==> src/rtl/core/tra_pkg.sv <==
package tra_pkg;

  localparam int SPEED_BITS_DEF = 32;
  localparam int FRAC_BITS_DEF  = 8;
  localparam int COUNT_BITS_DEF = 32;

  localparam int MUL_CHUNK = 16;

  localparam int PERSIST_BITS = 8;
  localparam logic [PERSIST_BITS-1:0] PERSIST_RESET = 8'd50;

  localparam logic OP_SAMPLE = 1'b0;
  localparam logic OP_CLEAR  = 1'b1;

  typedef struct packed {
    logic cap;        // take the input beat
    logic clr;        // zero count and averages
    logic mul_clr;    // zero product, load weight
    logic mul_step;   // one weight chunk through the multiplier
    logic div_init;   // add sample, load divider
    logic div_step;   // one quotient bit
    logic div_store;  // write quotient to the selected average
    logic sel;        // 0 = cumulative mean, 1 = recent average
    logic commit;     // load output register, bump count
  } tra_cmd_t;

endpackage

==> src/rtl/core/tra_ctrl.sv <==
module tra_ctrl #(
  parameter int ACC_BITS  = 40,
  parameter int MUL_STEPS = 2
) (
  input  logic            clk,
  input  logic            rst_n,
  input  logic            in_valid,
  input  logic            in_operation,
  output logic            in_stall,
  input  logic            out_stall,
  output logic            out_valid,
  output tra_pkg::tra_cmd_t cmd
);

  localparam int CNT_W = $clog2(ACC_BITS);

  typedef enum logic [2:0] {
    S_IDLE,
    S_LOAD,
    S_MUL,
    S_DINIT,
    S_DIV,
    S_STORE,
    S_DONE
  } state_t;

  state_t             state_r;
  logic [CNT_W-1:0]   cnt_r;
  logic               sel_r;
  logic               out_valid_r;
  logic               accept;
  logic               out_free;

  assign in_stall  = (state_r != S_IDLE);
  assign accept    = in_valid && !in_stall;
  assign out_free  = !out_valid_r || !out_stall;
  assign out_valid = out_valid_r;

  always_comb begin
    cmd           = '0;
    cmd.sel       = sel_r;
    unique case (state_r)
      S_IDLE: begin
        cmd.cap = accept;
        cmd.clr = accept && (in_operation == tra_pkg::OP_CLEAR);
      end
      S_LOAD:  cmd.mul_clr   = 1'b1;
      S_MUL:   cmd.mul_step  = 1'b1;
      S_DINIT: cmd.div_init  = 1'b1;
      S_DIV:   cmd.div_step  = 1'b1;
      S_STORE: cmd.div_store = 1'b1;
      S_DONE:  cmd.commit    = out_free;
      default: cmd = '0;
    endcase
  end

  always_ff @(posedge clk) begin
    if (!rst_n) begin
      state_r     <= S_IDLE;
      cnt_r       <= '0;
      sel_r       <= 1'b0;
      out_valid_r <= 1'b0;
    end else begin
      if (cmd.commit) begin
        out_valid_r <= 1'b1;
      end else if (!out_stall) begin
        out_valid_r <= 1'b0;
      end
      unique case (state_r)
        S_IDLE: begin
          if (accept) begin
            sel_r <= 1'b0;
            if (in_operation == tra_pkg::OP_CLEAR) begin
              state_r <= S_DONE;
            end else begin
              state_r <= S_LOAD;
            end
          end
        end
        S_LOAD: begin
          cnt_r   <= CNT_W'(MUL_STEPS - 1);
          state_r <= S_MUL;
        end
        S_MUL: begin
          if (cnt_r == '0) begin
            state_r <= S_DINIT;
          end else begin
            cnt_r <= cnt_r - 1'b1;
          end
        end
        S_DINIT: begin
          cnt_r   <= CNT_W'(ACC_BITS - 1);
          state_r <= S_DIV;
        end
        S_DIV: begin
          if (cnt_r == '0) begin
            state_r <= S_STORE;
          end else begin
            cnt_r <= cnt_r - 1'b1;
          end
        end
        S_STORE: begin
          // second pass runs the recent average
          if (!sel_r) begin
            sel_r   <= 1'b1;
            state_r <= S_LOAD;
          end else begin
            state_r <= S_DONE;
          end
        end
        S_DONE: begin
          if (out_free) begin
            state_r <= S_IDLE;
          end
        end
        default: state_r <= S_IDLE;
      endcase
    end
  end

endmodule

==> src/rtl/core/tra_dp.sv <==
module tra_dp #(
  parameter int SPEED_BITS = 32,
  parameter int FRAC_BITS  = 8,
  parameter int COUNT_BITS = 32
) (
  input  logic                                 clk,
  input  logic                                 rst_n,
  input  tra_pkg::tra_cmd_t                    cmd,
  input  logic [SPEED_BITS-1:0]                in_sample_speed,
  input  logic                                 cfg_we,
  input  logic [tra_pkg::PERSIST_BITS-1:0]     cfg_data,
  output logic [SPEED_BITS-1:0]                out_inst_speed,
  output logic [SPEED_BITS+FRAC_BITS-1:0]      out_mean_speed,
  output logic [SPEED_BITS+FRAC_BITS-1:0]      out_recent_speed
);

  localparam int ACC_BITS  = SPEED_BITS + FRAC_BITS;
  localparam int CHUNK     = tra_pkg::MUL_CHUNK;
  localparam int MUL_STEPS = (COUNT_BITS + CHUNK - 1) / CHUNK;
  localparam int WPAD      = MUL_STEPS * CHUNK;
  localparam int PROD_W    = ACC_BITS + WPAD;
  localparam int SUM_W     = PROD_W + 1;
  localparam int PART_W    = ACC_BITS + CHUNK;

  logic [SPEED_BITS-1:0]             x_r;
  logic                              clr_r;
  logic [tra_pkg::PERSIST_BITS-1:0]  persist_r;
  logic [ACC_BITS-1:0]               mean_r;
  logic [ACC_BITS-1:0]               recent_r;
  logic [COUNT_BITS-1:0]             count_r;
  logic [WPAD-1:0]                   wsh_r;
  logic [PROD_W-1:0]                 prod_r;
  logic [COUNT_BITS:0]               d_r;
  logic [COUNT_BITS:0]               rem_r;
  logic [ACC_BITS-1:0]               num_r;
  logic [ACC_BITS-1:0]               quo_r;
  logic [SPEED_BITS-1:0]             out_inst_r;
  logic [ACC_BITS-1:0]               out_mean_r;
  logic [ACC_BITS-1:0]               out_recent_r;

  logic [COUNT_BITS-1:0]             persist_ext;
  logic [COUNT_BITS-1:0]             w_lim;
  logic [COUNT_BITS-1:0]             w_sel;
  logic [ACC_BITS-1:0]               a_sel;
  logic [CHUNK-1:0]                  chunk;
  logic [PART_W-1:0]                 part;
  logic [PROD_W-1:0]                 prod_nxt;
  logic [ACC_BITS-1:0]               xs;
  logic [SUM_W-1:0]                  sum;
  logic [COUNT_BITS+1:0]             trial;
  logic [COUNT_BITS+1:0]             diff;
  logic                              ge;
  logic                              count_sat;

  assign persist_ext = COUNT_BITS'(persist_r);
  assign w_lim       = (count_r < persist_ext) ? count_r : persist_ext;
  assign w_sel       = cmd.sel ? w_lim : count_r;
  assign a_sel       = cmd.sel ? recent_r : mean_r;
  assign chunk       = wsh_r[WPAD-1 -: CHUNK];
  assign part        = PART_W'(a_sel) * PART_W'(chunk);
  assign prod_nxt    = (prod_r << CHUNK) + PROD_W'(part);
  assign xs          = ACC_BITS'(x_r) << FRAC_BITS;
  assign sum         = SUM_W'(prod_r) + SUM_W'(xs);
  assign trial       = {rem_r, num_r[ACC_BITS-1]};
  assign diff        = trial - {1'b0, d_r};
  assign ge          = (trial >= {1'b0, d_r});
  assign count_sat   = &count_r;

  // averages, count and limit
  always_ff @(posedge clk) begin
    if (!rst_n) begin
      mean_r    <= '0;
      recent_r  <= '0;
      count_r   <= '0;
      persist_r <= tra_pkg::PERSIST_RESET;
    end else begin
      if (cfg_we) begin
        persist_r <= cfg_data;
      end
      if (cmd.clr) begin
        mean_r   <= '0;
        recent_r <= '0;
        count_r  <= '0;
      end
      if (cmd.div_store) begin
        if (cmd.sel) begin
          recent_r <= quo_r;
        end else begin
          mean_r <= quo_r;
        end
      end
      if (cmd.commit && !clr_r && !count_sat) begin
        count_r <= count_r + 1'b1;
      end
    end
  end

  // input capture, multiplier, divider and output register
  always_ff @(posedge clk) begin
    if (cmd.cap) begin
      x_r   <= cmd.clr ? '0 : in_sample_speed;
      clr_r <= cmd.clr;
    end
    if (cmd.mul_clr) begin
      prod_r <= '0;
      wsh_r  <= WPAD'(w_sel);
    end
    if (cmd.mul_step) begin
      prod_r <= prod_nxt;
      wsh_r  <= wsh_r << CHUNK;
    end
    if (cmd.div_init) begin
      d_r   <= (COUNT_BITS + 1)'(w_sel) + 1'b1;
      // top part is already below the divisor since the quotient fits
      rem_r <= sum[ACC_BITS+COUNT_BITS:ACC_BITS];
      num_r <= sum[ACC_BITS-1:0];
      quo_r <= '0;
    end
    if (cmd.div_step) begin
      rem_r <= ge ? diff[COUNT_BITS:0] : trial[COUNT_BITS:0];
      num_r <= num_r << 1;
      quo_r <= {quo_r[ACC_BITS-2:0], ge};
    end
    if (cmd.commit) begin
      out_inst_r   <= x_r;
      out_mean_r   <= mean_r;
      out_recent_r <= recent_r;
    end
  end

  assign out_inst_speed   = out_inst_r;
  assign out_mean_speed   = out_mean_r;
  assign out_recent_speed = out_recent_r;

endmodule

==> src/rtl/core/throughput_running_averager_top.sv <==
// Sample beat: two passes (cumulative mean, then recent average), each of load, multiply, divide
// and store; no new beat is accepted until the result is committed (in_stall while not idle).
// Cost is set by the shared restoring divider, one quotient bit per cycle, run twice.
// Clear beat: skips both passes and goes straight to commit; out_valid is registered on commit.
// Reset (rst_n low, synchronous): count and both averages zero, persist_limit 50.
module throughput_running_averager_top #(
  parameter int SPEED_BITS = tra_pkg::SPEED_BITS_DEF,
  parameter int FRAC_BITS  = tra_pkg::FRAC_BITS_DEF,
  parameter int COUNT_BITS = tra_pkg::COUNT_BITS_DEF
) (
  input  logic                               clk,
  input  logic                               rst_n,
  input  logic                               in_valid,
  output logic                               in_stall,
  input  logic                               in_operation,
  input  logic [SPEED_BITS-1:0]              in_sample_speed,
  output logic                               out_valid,
  input  logic                               out_stall,
  output logic [SPEED_BITS-1:0]              out_inst_speed,
  output logic [SPEED_BITS+FRAC_BITS-1:0]    out_mean_speed,
  output logic [SPEED_BITS+FRAC_BITS-1:0]    out_recent_speed,
  input  logic                               cfg_valid,
  output logic                               cfg_ready,
  input  logic [tra_pkg::PERSIST_BITS-1:0]   cfg_data
);

  localparam int ACC_BITS  = SPEED_BITS + FRAC_BITS;
  localparam int MUL_STEPS = (COUNT_BITS + tra_pkg::MUL_CHUNK - 1) / tra_pkg::MUL_CHUNK;

  tra_pkg::tra_cmd_t cmd;

  assign cfg_ready = 1'b1;

  tra_ctrl #(
    .ACC_BITS  (ACC_BITS),
    .MUL_STEPS (MUL_STEPS)
  ) u_ctrl (
    .clk          (clk),
    .rst_n        (rst_n),
    .in_valid     (in_valid),
    .in_operation (in_operation),
    .in_stall     (in_stall),
    .out_stall    (out_stall),
    .out_valid    (out_valid),
    .cmd          (cmd)
  );

  tra_dp #(
    .SPEED_BITS (SPEED_BITS),
    .FRAC_BITS  (FRAC_BITS),
    .COUNT_BITS (COUNT_BITS)
  ) u_dp (
    .clk              (clk),
    .rst_n            (rst_n),
    .cmd              (cmd),
    .in_sample_speed  (in_sample_speed),
    .cfg_we           (cfg_valid && cfg_ready),
    .cfg_data         (cfg_data),
    .out_inst_speed   (out_inst_speed),
    .out_mean_speed   (out_mean_speed),
    .out_recent_speed (out_recent_speed)
  );

  // never overwrite a result still waiting downstream
  a_commit_free: assert property (@(posedge clk) disable iff (!rst_n)
    cmd.commit |-> (!out_valid || !out_stall))
    else $error("result overwritten while stalled");

  a_commit_valid: assert property (@(posedge clk) disable iff (!rst_n)
    cmd.commit |=> out_valid)
    else $error("commit without valid result");

  a_one_step: assert property (@(posedge clk) disable iff (!rst_n)
    $onehot0({cmd.cap, cmd.mul_clr, cmd.mul_step, cmd.div_init, cmd.div_step,
              cmd.div_store, cmd.commit}))
    else $error("overlapping datapath commands");

  a_clear_zero: assert property (@(posedge clk) disable iff (!rst_n)
    (cmd.commit && in_stall && $past(cmd.clr)) |=>
      (out_inst_speed == '0) && (out_mean_speed == '0) && (out_recent_speed == '0))
    else $error("clear result not zero");

endmodule
==> config.mk <==
export PLATFORM = sky130hd
export DESIGN_NAME = throughput_running_averager_top
export DESIGN_NICKNAME = d
export VERILOG_FILES = /design/src/rtl/core/tra_pkg.sv /design/src/rtl/core/tra_ctrl.sv /design/src/rtl/core/tra_dp.sv /design/src/rtl/core/throughput_running_averager_top.sv
export SDC_FILE = /design/constraint.sdc
export NUM_CORES = 2
export LEC_CHECK = 0
export BUFFER_PORTS_ARGS = -buffer_cell sky130_fd_sc_hd__buf_2
export CELL_PAD_IN_SITES_DETAIL_PLACEMENT = 0
export CELL_PAD_IN_SITES_GLOBAL_PLACEMENT = 1
export CORE_MARGIN = 4
export CORE_UTILIZATION = 51
export CTS_CLUSTER_DIAMETER = 200
export CTS_CLUSTER_SIZE = 30
export DETAILED_ROUTE_END_ITERATION = 7
export GPL_TIMING_DRIVEN = 0
export PLACE_DENSITY = 0.88
export SYNTH_ARGS = -nofsm -noshare
export SYNTH_HDL_FRONTEND = slang
export SYNTH_SLANG_ARGS = --single-unit
==> constraint.sdc <==
create_clock -name clk -period 9.2 [get_ports clk]
set_input_delay 1.84 -clock clk [delete_from_list [all_inputs] [get_ports clk]]
set_output_delay 1.84 -clock clk [all_outputs]
set_load 0.01 [all_outputs]
* Word-level counts from Yosys, hierarchy flattened *
Index checks and enable logic that the tools add are counted.

storage, ports and cells
  input bits = 46
  register bits after elaboration = 526

operators by class
  mux-type cells = 43
  add/subtract/negate cells = 6
  multipliers = 1
  reduce and logical (&&, ||, !) cells = 24
  eq/ne operators = 12
  $lt $le $gt $ge = 2

operator list
  operator               number
  $mux 40                11
  $mux 32                6
  $mux 72                2
  $mux 33                3
  $add 72x40->73         1
  $add 72x56->72         1
  $mul 40x16->56         1
  $ge 34x33->1           1
  $add 32x1->33 const B  1
  $sub 33x33->33         1
  $add 32x1->32 const B  1
  $lt 32x8->1            1
  $reduce_and 32->1      1
  $pmux 3 s7             1
  $mux 3                 6
  $pmux 6 s3             1
  $mux 1                 10
  $ne 2x1->1 const B     5
  $eq 3x3->1 const B     3
  $reduce_bool 2->1      4
  $reduce_or 7->1        1
  $eq 3x2->1 const B     2
  $logic_not 6->1        1
  $mux 6                 1
  13 further kinds       22

* Logic depth before layout (Yosys ltp) *
  word-level depth = 8
  mapped depth = 34
  gate-level depth less buffers = 28

* Cells and area by module *
From an unflattened synthesis, not the netlist that was laid out.

unflattened totals
  cell total of the unflattened synthesis = 5111
  area, all modules = 48217.5 um2

by module, submodules not included
  module                           sequential area each (um2)  cells an instance  instances  area each (um2)
  tra_dp                           14093.5                     4982               1          47281.6
  tra_ctrl                         220.2                       127                1          924.6
  throughput_running_averager_top  0.0                         2                  1          11.3

* Worst setup path before layout *
Ideal clock, no wire load.

  kind = register to register
  start point = register u_ctrl.state_r[0]
  end point = register u_dp.prod_r[59], data pin
  slack = 1205 ps
  arrival = 7729 ps
  stages on the path, launching flop included = 32
  path buffers = 6
  path through = dfxtp_1 clkbuf_1 nand3_1 and2_1 clkbuf_1 clkbuf_1 clkbuf_1 nand2_1 nand2_1 clkbuf_1 nand2_1 fa_1 fa_1 fa_1 inv_1 fa_1 fa_1 inv_1 fa_1 inv_1 ha_1 a21oi_1 o21ai_0 a2111o_1 a2111o_1 a21oi_2 o21ai_2 a221oi_2 o31a_1 buf_4 xor2_1 nor2_1

on the way
  cells in the longest elaborated chain, start to end = 7
  elaborated cells between the ends (all ways) = 14
  those cells by class = add/sub (1); mul (1); eq/ne (6); mux (4); reduce/logical (2)

ends and longest elaborated chain
  element                                   RTL line        RTL
  from (decl)                               tra_ctrl.sv:27  state_t state_r;
  from (signal assigned)                    tra_ctrl.sv:59  state_r <= S_IDLE;
  from (signal assigned)                    tra_ctrl.sv:74  state_r <= S_DONE;
  from (signal assigned)                    tra_ctrl.sv:76  state_r <= S_LOAD;
  $eq 3x1->1, or another cell as far along  tra_ctrl.sv:42  unique case (state_r)
  $reduce_or 7->1 (no line)                 --
  $mux 1                                    tra_ctrl.sv:42
  $mux 40                                   tra_dp.sv:58    assign a_sel = cmd.sel ? recent_r : mean_r;
  $mul 40x16->56                            tra_dp.sv:60    assign part = PART_W'(a_sel) * PART_W'(chunk);
  $add 72x56->72                            tra_dp.sv:61    assign prod_nxt = (prod_r << CHUNK) + PROD_W'(part);
  $mux 72 (*)                               tra_dp.sv:108   if (cmd.mul_step) begin
  to (signal assigned)                      tra_dp.sv:109   prod_r <= prod_nxt;
  to (decl)                                 tra_dp.sv:32    logic [PROD_W-1:0] prod_r;

Mark *: on every way between the ends. The rest lies on a longest branch, timed or not.
A chain may end at the register's enable or synchronous reset.

* Worst setup path in the final report *
  start point = register u_ctrl.sel_r
  end point = register u_dp.prod_r[48], data pin

on the way
  cells in the longest elaborated chain, start to end = 5

ends and longest elaborated chain
  element                 RTL line         RTL
  from (decl)             tra_ctrl.sv:29   logic sel_r;
  from (signal assigned)  tra_ctrl.sv:61   sel_r <= 1'b0;
  from (signal assigned)  tra_ctrl.sv:72   sel_r <= 1'b0;
  from (signal assigned)  tra_ctrl.sv:105  sel_r <= 1'b1;
  $mux 1                  tra_ctrl.sv:42
  $mux 40                 tra_dp.sv:58
  $mul 40x16->56          tra_dp.sv:60
  $add 72x56->72          tra_dp.sv:61
  $mux 72                 tra_dp.sv:108

Every way passes these cells.

==> Implementation_results.wiki <==
{| class="wikitable"
! Metric !! Value
|-
| Final-report max-slew violation count || 0
|-
| Net count of the mapped netlist || 5802
|-
| Cell count after synthesis || roughly 5000
|-
| Placeable core region || 90400 sq um
|-
| Flop and latch count out of synthesis || between 500 and 600
|-
| Crit path launch type || flip-flop
|-
| Netlist cell types || 84
|-
| Mean instance size in the synthesized netlist || 9.42 sq um
|-
| Chip width || around 310 um
|-
| Die outline area || between 90000 and 100000 sq um
|-
| GPL Wtd Cong || 0.983
|-
| Number of H-tree levels || 1
|-
| Transition time of the tightest slew-check pin || ~1.4 ns
|-
| Layout Skew || 0.0409 ns
|-
| Top-count cell post-synth || inv_1
|-
| Detailed Routing Iterations Pass 1 || 6
|-
| Leading post-synthesis cells by instance count || inv_1, nand2_1, fa_1
|-
| CTS tree || built
|-
| Warnings, synthesis || 0
|-
| Kind of capture point of the worst setup path || flip-flop
|-
| Share of final-layout standard cells stronger than drive strength 1 || 0.0625
|-
| Synth area leader || fa_1
|-
| Maximum number of buffers from clock root to sink || 3
|-
| Peak ir drop on the vdd network || around 190 uV
|-
| Critical path peak fanout || 10
|-
| Power, Total || between 10000 and 15000 uW
|-
| Number of nets in the layout || between 5000 and 6000
|-
| Synth-to-layout area growth || 7.18%
|-
| Worst r2r src || u_ctrl.sel_r
|-
| Period utilisation layout || 0.988
|-
| Number of violations of the max-capacitance limit || 0
|-
| Count of nets left with antenna violations after detail routing || 0
|-
| Critical path type || flip-flop to flip-flop
|-
| CP arrival || ~9.5 ns
|-
| Endpoint of the worst setup timing path || u_dp.prod_r[48]
|-
| Gr usage total || 0.292
|-
| Inserted Clock Buffers || 21
|-
| Remaining design rule violation count || 0
|-
| DP HPWL || between 100000 and 150000 um
|-
| Setup violations, final || 0
|-
| Area share of the largest cell type after synthesis || 0.245
|-
| Share of synthesized area occupied by flip-flops and latches || 0.306
|-
| Path type of the worst min-delay path || flip-flop to flip-flop
|-
| Cts-stage hold buffer count || 0
|-
| Minimum clock period after layout || approximately 9 ns
|-
| Reg clk slew, reported paths || ~0.14 ns
|-
| Commonest register cell after synthesis || edfxtp_1
|-
| Skew-Pair Late Insertion Delay || between 0.6 and 0.7 ns
|-
| # rows || between 100 and 150
|-
| Run status || finished, final reports clean
|-
| Number of sinks on the clock net || around 530
|-
| CTS root buffer || clkbuf_16
|-
| Setup repair after global routing missed its margin || false
|-
| Data required time at the worst endpoint || ~9.6 ns
|-
| Buffers added on ports || approximately 160
|-
| Number of DRC markers in iteration 0 || 3841
|-
| Number of failing hold endpoints at the final stage || 0
|-
| Utilization after layout || 0.554
|-
| Maximum number of pins on one net before global-route repair || 67
|-
| Worst max-slew margin expressed relative to the limit || 0.0493
|-
| Biggest area contributors in the synthesized netlist || fa_1, edfxtp_1, inv_1
|-
| Netlist area before placement || between 40000 and 50000 sq um
|-
| Remaining global-route overflow || 0
|-
| Number of global-route vias before repair || about 36000
|-
| Fraction of synthesis flops using an asynchronous set or reset pin || 0
|-
| Number of cells traversed by the worst register-to-register path || 26
|-
| Height of the die || between 300 and 400 um
|-
| Number of enable-type register cells in the synthesized netlist || approximately 380
|-
| Fill cell total of the finished layout || approximately 8000
|-
| Vias post-DR || around 36000
|-
| Terminus of the critical flop-to-flop path || u_dp.prod_r[48]
|-
| Initial cell density of the core || 0.517
|-
| Leak || between 0.02 and 0.025 uW
|-
| Top-level I/O count || approximately 160
|-
| Detail-routed via count per cell || around 5.7
|-
| Routed wirelength normalized by instance count || 22.2 um
|-
| Launching instance or port of the critical path || u_ctrl.sel_r
|-
| First-pass GRT wire length || roughly 220000 um
|-
| Total power per unit cell area || 222 nW/um^2
|-
| R2R setup slack || roughly 0.11 ns
|-
| Wirelength, routed || about 140000 um
|-
| F_max || between 100 and 150 MHz
|-
| Initial antenna violation count || 9
|}
[cells by family (layout without fill, tap and decap cells)]
| group | after synthesis | after routing | synth area share |
|---|---|---|---|
| other | 1 | 9 | 0.0000802 |
| and+or+nand+nor | 1652 | 1652 | 0.164 |
| muxes | 21 | 21 | 0.00452 |
| adders and majority gates | 792 | 792 | 0.304 |
| buffers and inverters | 1072 | 1273 | 0.0867 |
| DFF | 526 | 526 | 0.306 |
| xor gates and xnor gates | 170 | 170 | 0.0318 |
| AOI/OAI and AO/OA | 730 | 730 | 0.103 |
[how the worst min path moves through the flow]
| stage | from | end | slack, ns | cells after the start |
|---|---|---|---|---|
| 6_report | u_dp.x_r[22] | u_dp.out_inst_speed[22] | 0.45 | 0 |
| 5_1_grt | u_dp.x_r[22] | u_dp.out_inst_speed[22] | 0.48 | 0 |
| 4_1_cts | u_dp.x_r[22] | u_dp.out_inst_speed[22] | 0.45 | 0 |
| 3_5_place_dp | u_dp.x_r[24] | u_dp.out_inst_speed[24] | 0.44 | 0 |
| 3_3_place_gp | u_dp.wsh_r[0] | u_dp.wsh_r[0] | 0.44 | 2 |
| 2_1_floorplan | u_dp.wsh_r[0] | u_dp.wsh_r[0] | 0.43 | 2 |
[registers in the layout, summed over array words and instances (netlist names)]
name / count
u_ctrl.out_valid: 1
u_dp.rem_r: 33
u_ctrl.sel_r: 1
u_dp.num_r: 40
u_dp.out_recent_speed: 40
u_dp.recent_r: 40
u_ctrl.cnt_r: 6
u_dp.persist_r: 8
u_dp.d_r: 33
u_dp.prod_r: 72
u_dp.wsh_r: 32
u_dp.out_mean_speed: 40
u_ctrl.state_r: 3
u_dp.quo_r: 40
u_dp.mean_r: 40
u_dp.x_r: 32
u_dp.clr_r: 1
u_dp.out_inst_speed: 32
u_dp.count_r: 32
[cell type report]
cell class                 count  area, sq um  area share
sequential                   526        14300       0.286
multi-input combinational   3366        28500       0.570
antenna                        8         20.0    0.000399
buffer                       250         1070      0.0214
clock buffer                  34          574      0.0115
inverter                     815         3060      0.0611
tap                         1176         1470      0.0294
timing repair buffer         171         1010      0.0201
clock inverter                 3         50.0    0.000999
[through the flow]
| step | hold slack, ns | setup TNS, ns | setup slack [ns] | cell area [sq um] | cells |
|---|---|---|---|---|---|
| finish | 0.451 | 0 | 0.106 | 50100 | 6349 |
| global route | 0.482 | 0 | 0.00383 | 50100 | 6342 |
| CTS | 0.449 | 0 | 0.00316 | 50000 | 6342 |
| detailed placement | 0.443 | -55.80 | -2.21 | 49200 | 6307 |
| global placement | 0.443 | -181.58 | -2.18 | 49000 | 6299 |
| floorplan | 0.426 | 0 | 1.21 | 46800 | 4964 |
[cell usage in the layout (no fill, tap or decap), types with 91 or more instances in the layout]
cell type and count:
o21ai_0 131, inv_1 812, nor2_1 310, dfxtp_1 146
fa_1 572, a21oi_1 188, ha_1 219, nand2_1 714
buf_2 177, xor2_1 91, clkbuf_1 193, and2_1 277
edfxtp_1 378
[where the power goes]
group | switching [uW] | total (uW) | internal [uW]
sequential | 482 | 3810 | 3330
combinational | 4150 | 6070 | 1920
clock | 764 | 1230 | 471
total | 5400 | 11100 | 5710
[critical path, stage by stage, from the launching register on]
cell       delay [ns]
dfxtp_1          0.47
and2_1           0.35
buf_4            0.28
nand2_1          0.07
nand2_1          0.46
clkbuf_2         0.39
nand2_1          0.13
fa_1             0.58
fa_1             0.46
fa_1             0.51
fa_1             0.50
inv_1            0.06
fa_1             0.53
inv_1            0.06
fa_1             0.54
inv_1            0.04
ha_1             0.38
a21o_1           0.27
a2111oi_4        0.54
o21ba_2          0.24
a311oi_1         0.16
o31a_1           0.44
a31oi_1          0.33
o21ai_0          0.23
a221oi_1         0.39
xor2_1           0.33
nor2_1           0.09
[per-layer routing]
layer	vias up	wire [um]	share of wire	global-route usage
li1	16400	-	-	-
met1	17800	58900	0.42	0.411
met2	1706	61700	0.44	0.446
met3	321	14500	0.10	0.0673
met4	4	6040	0.043	0.102
met5	-	23	0.00016	0
[timing repair]
| action | CTS | global route |
|---|---|---|
| gates resized for setup | 72 | 50 |
| endpoints found under the setup margin | 55 | 25 |
| buffers inserted | 3 | 1 |
| hold endpoints to repair | 0 | 0 |
| pin swaps | 2 | 1 |
Power figures use the tool's default switching activity.
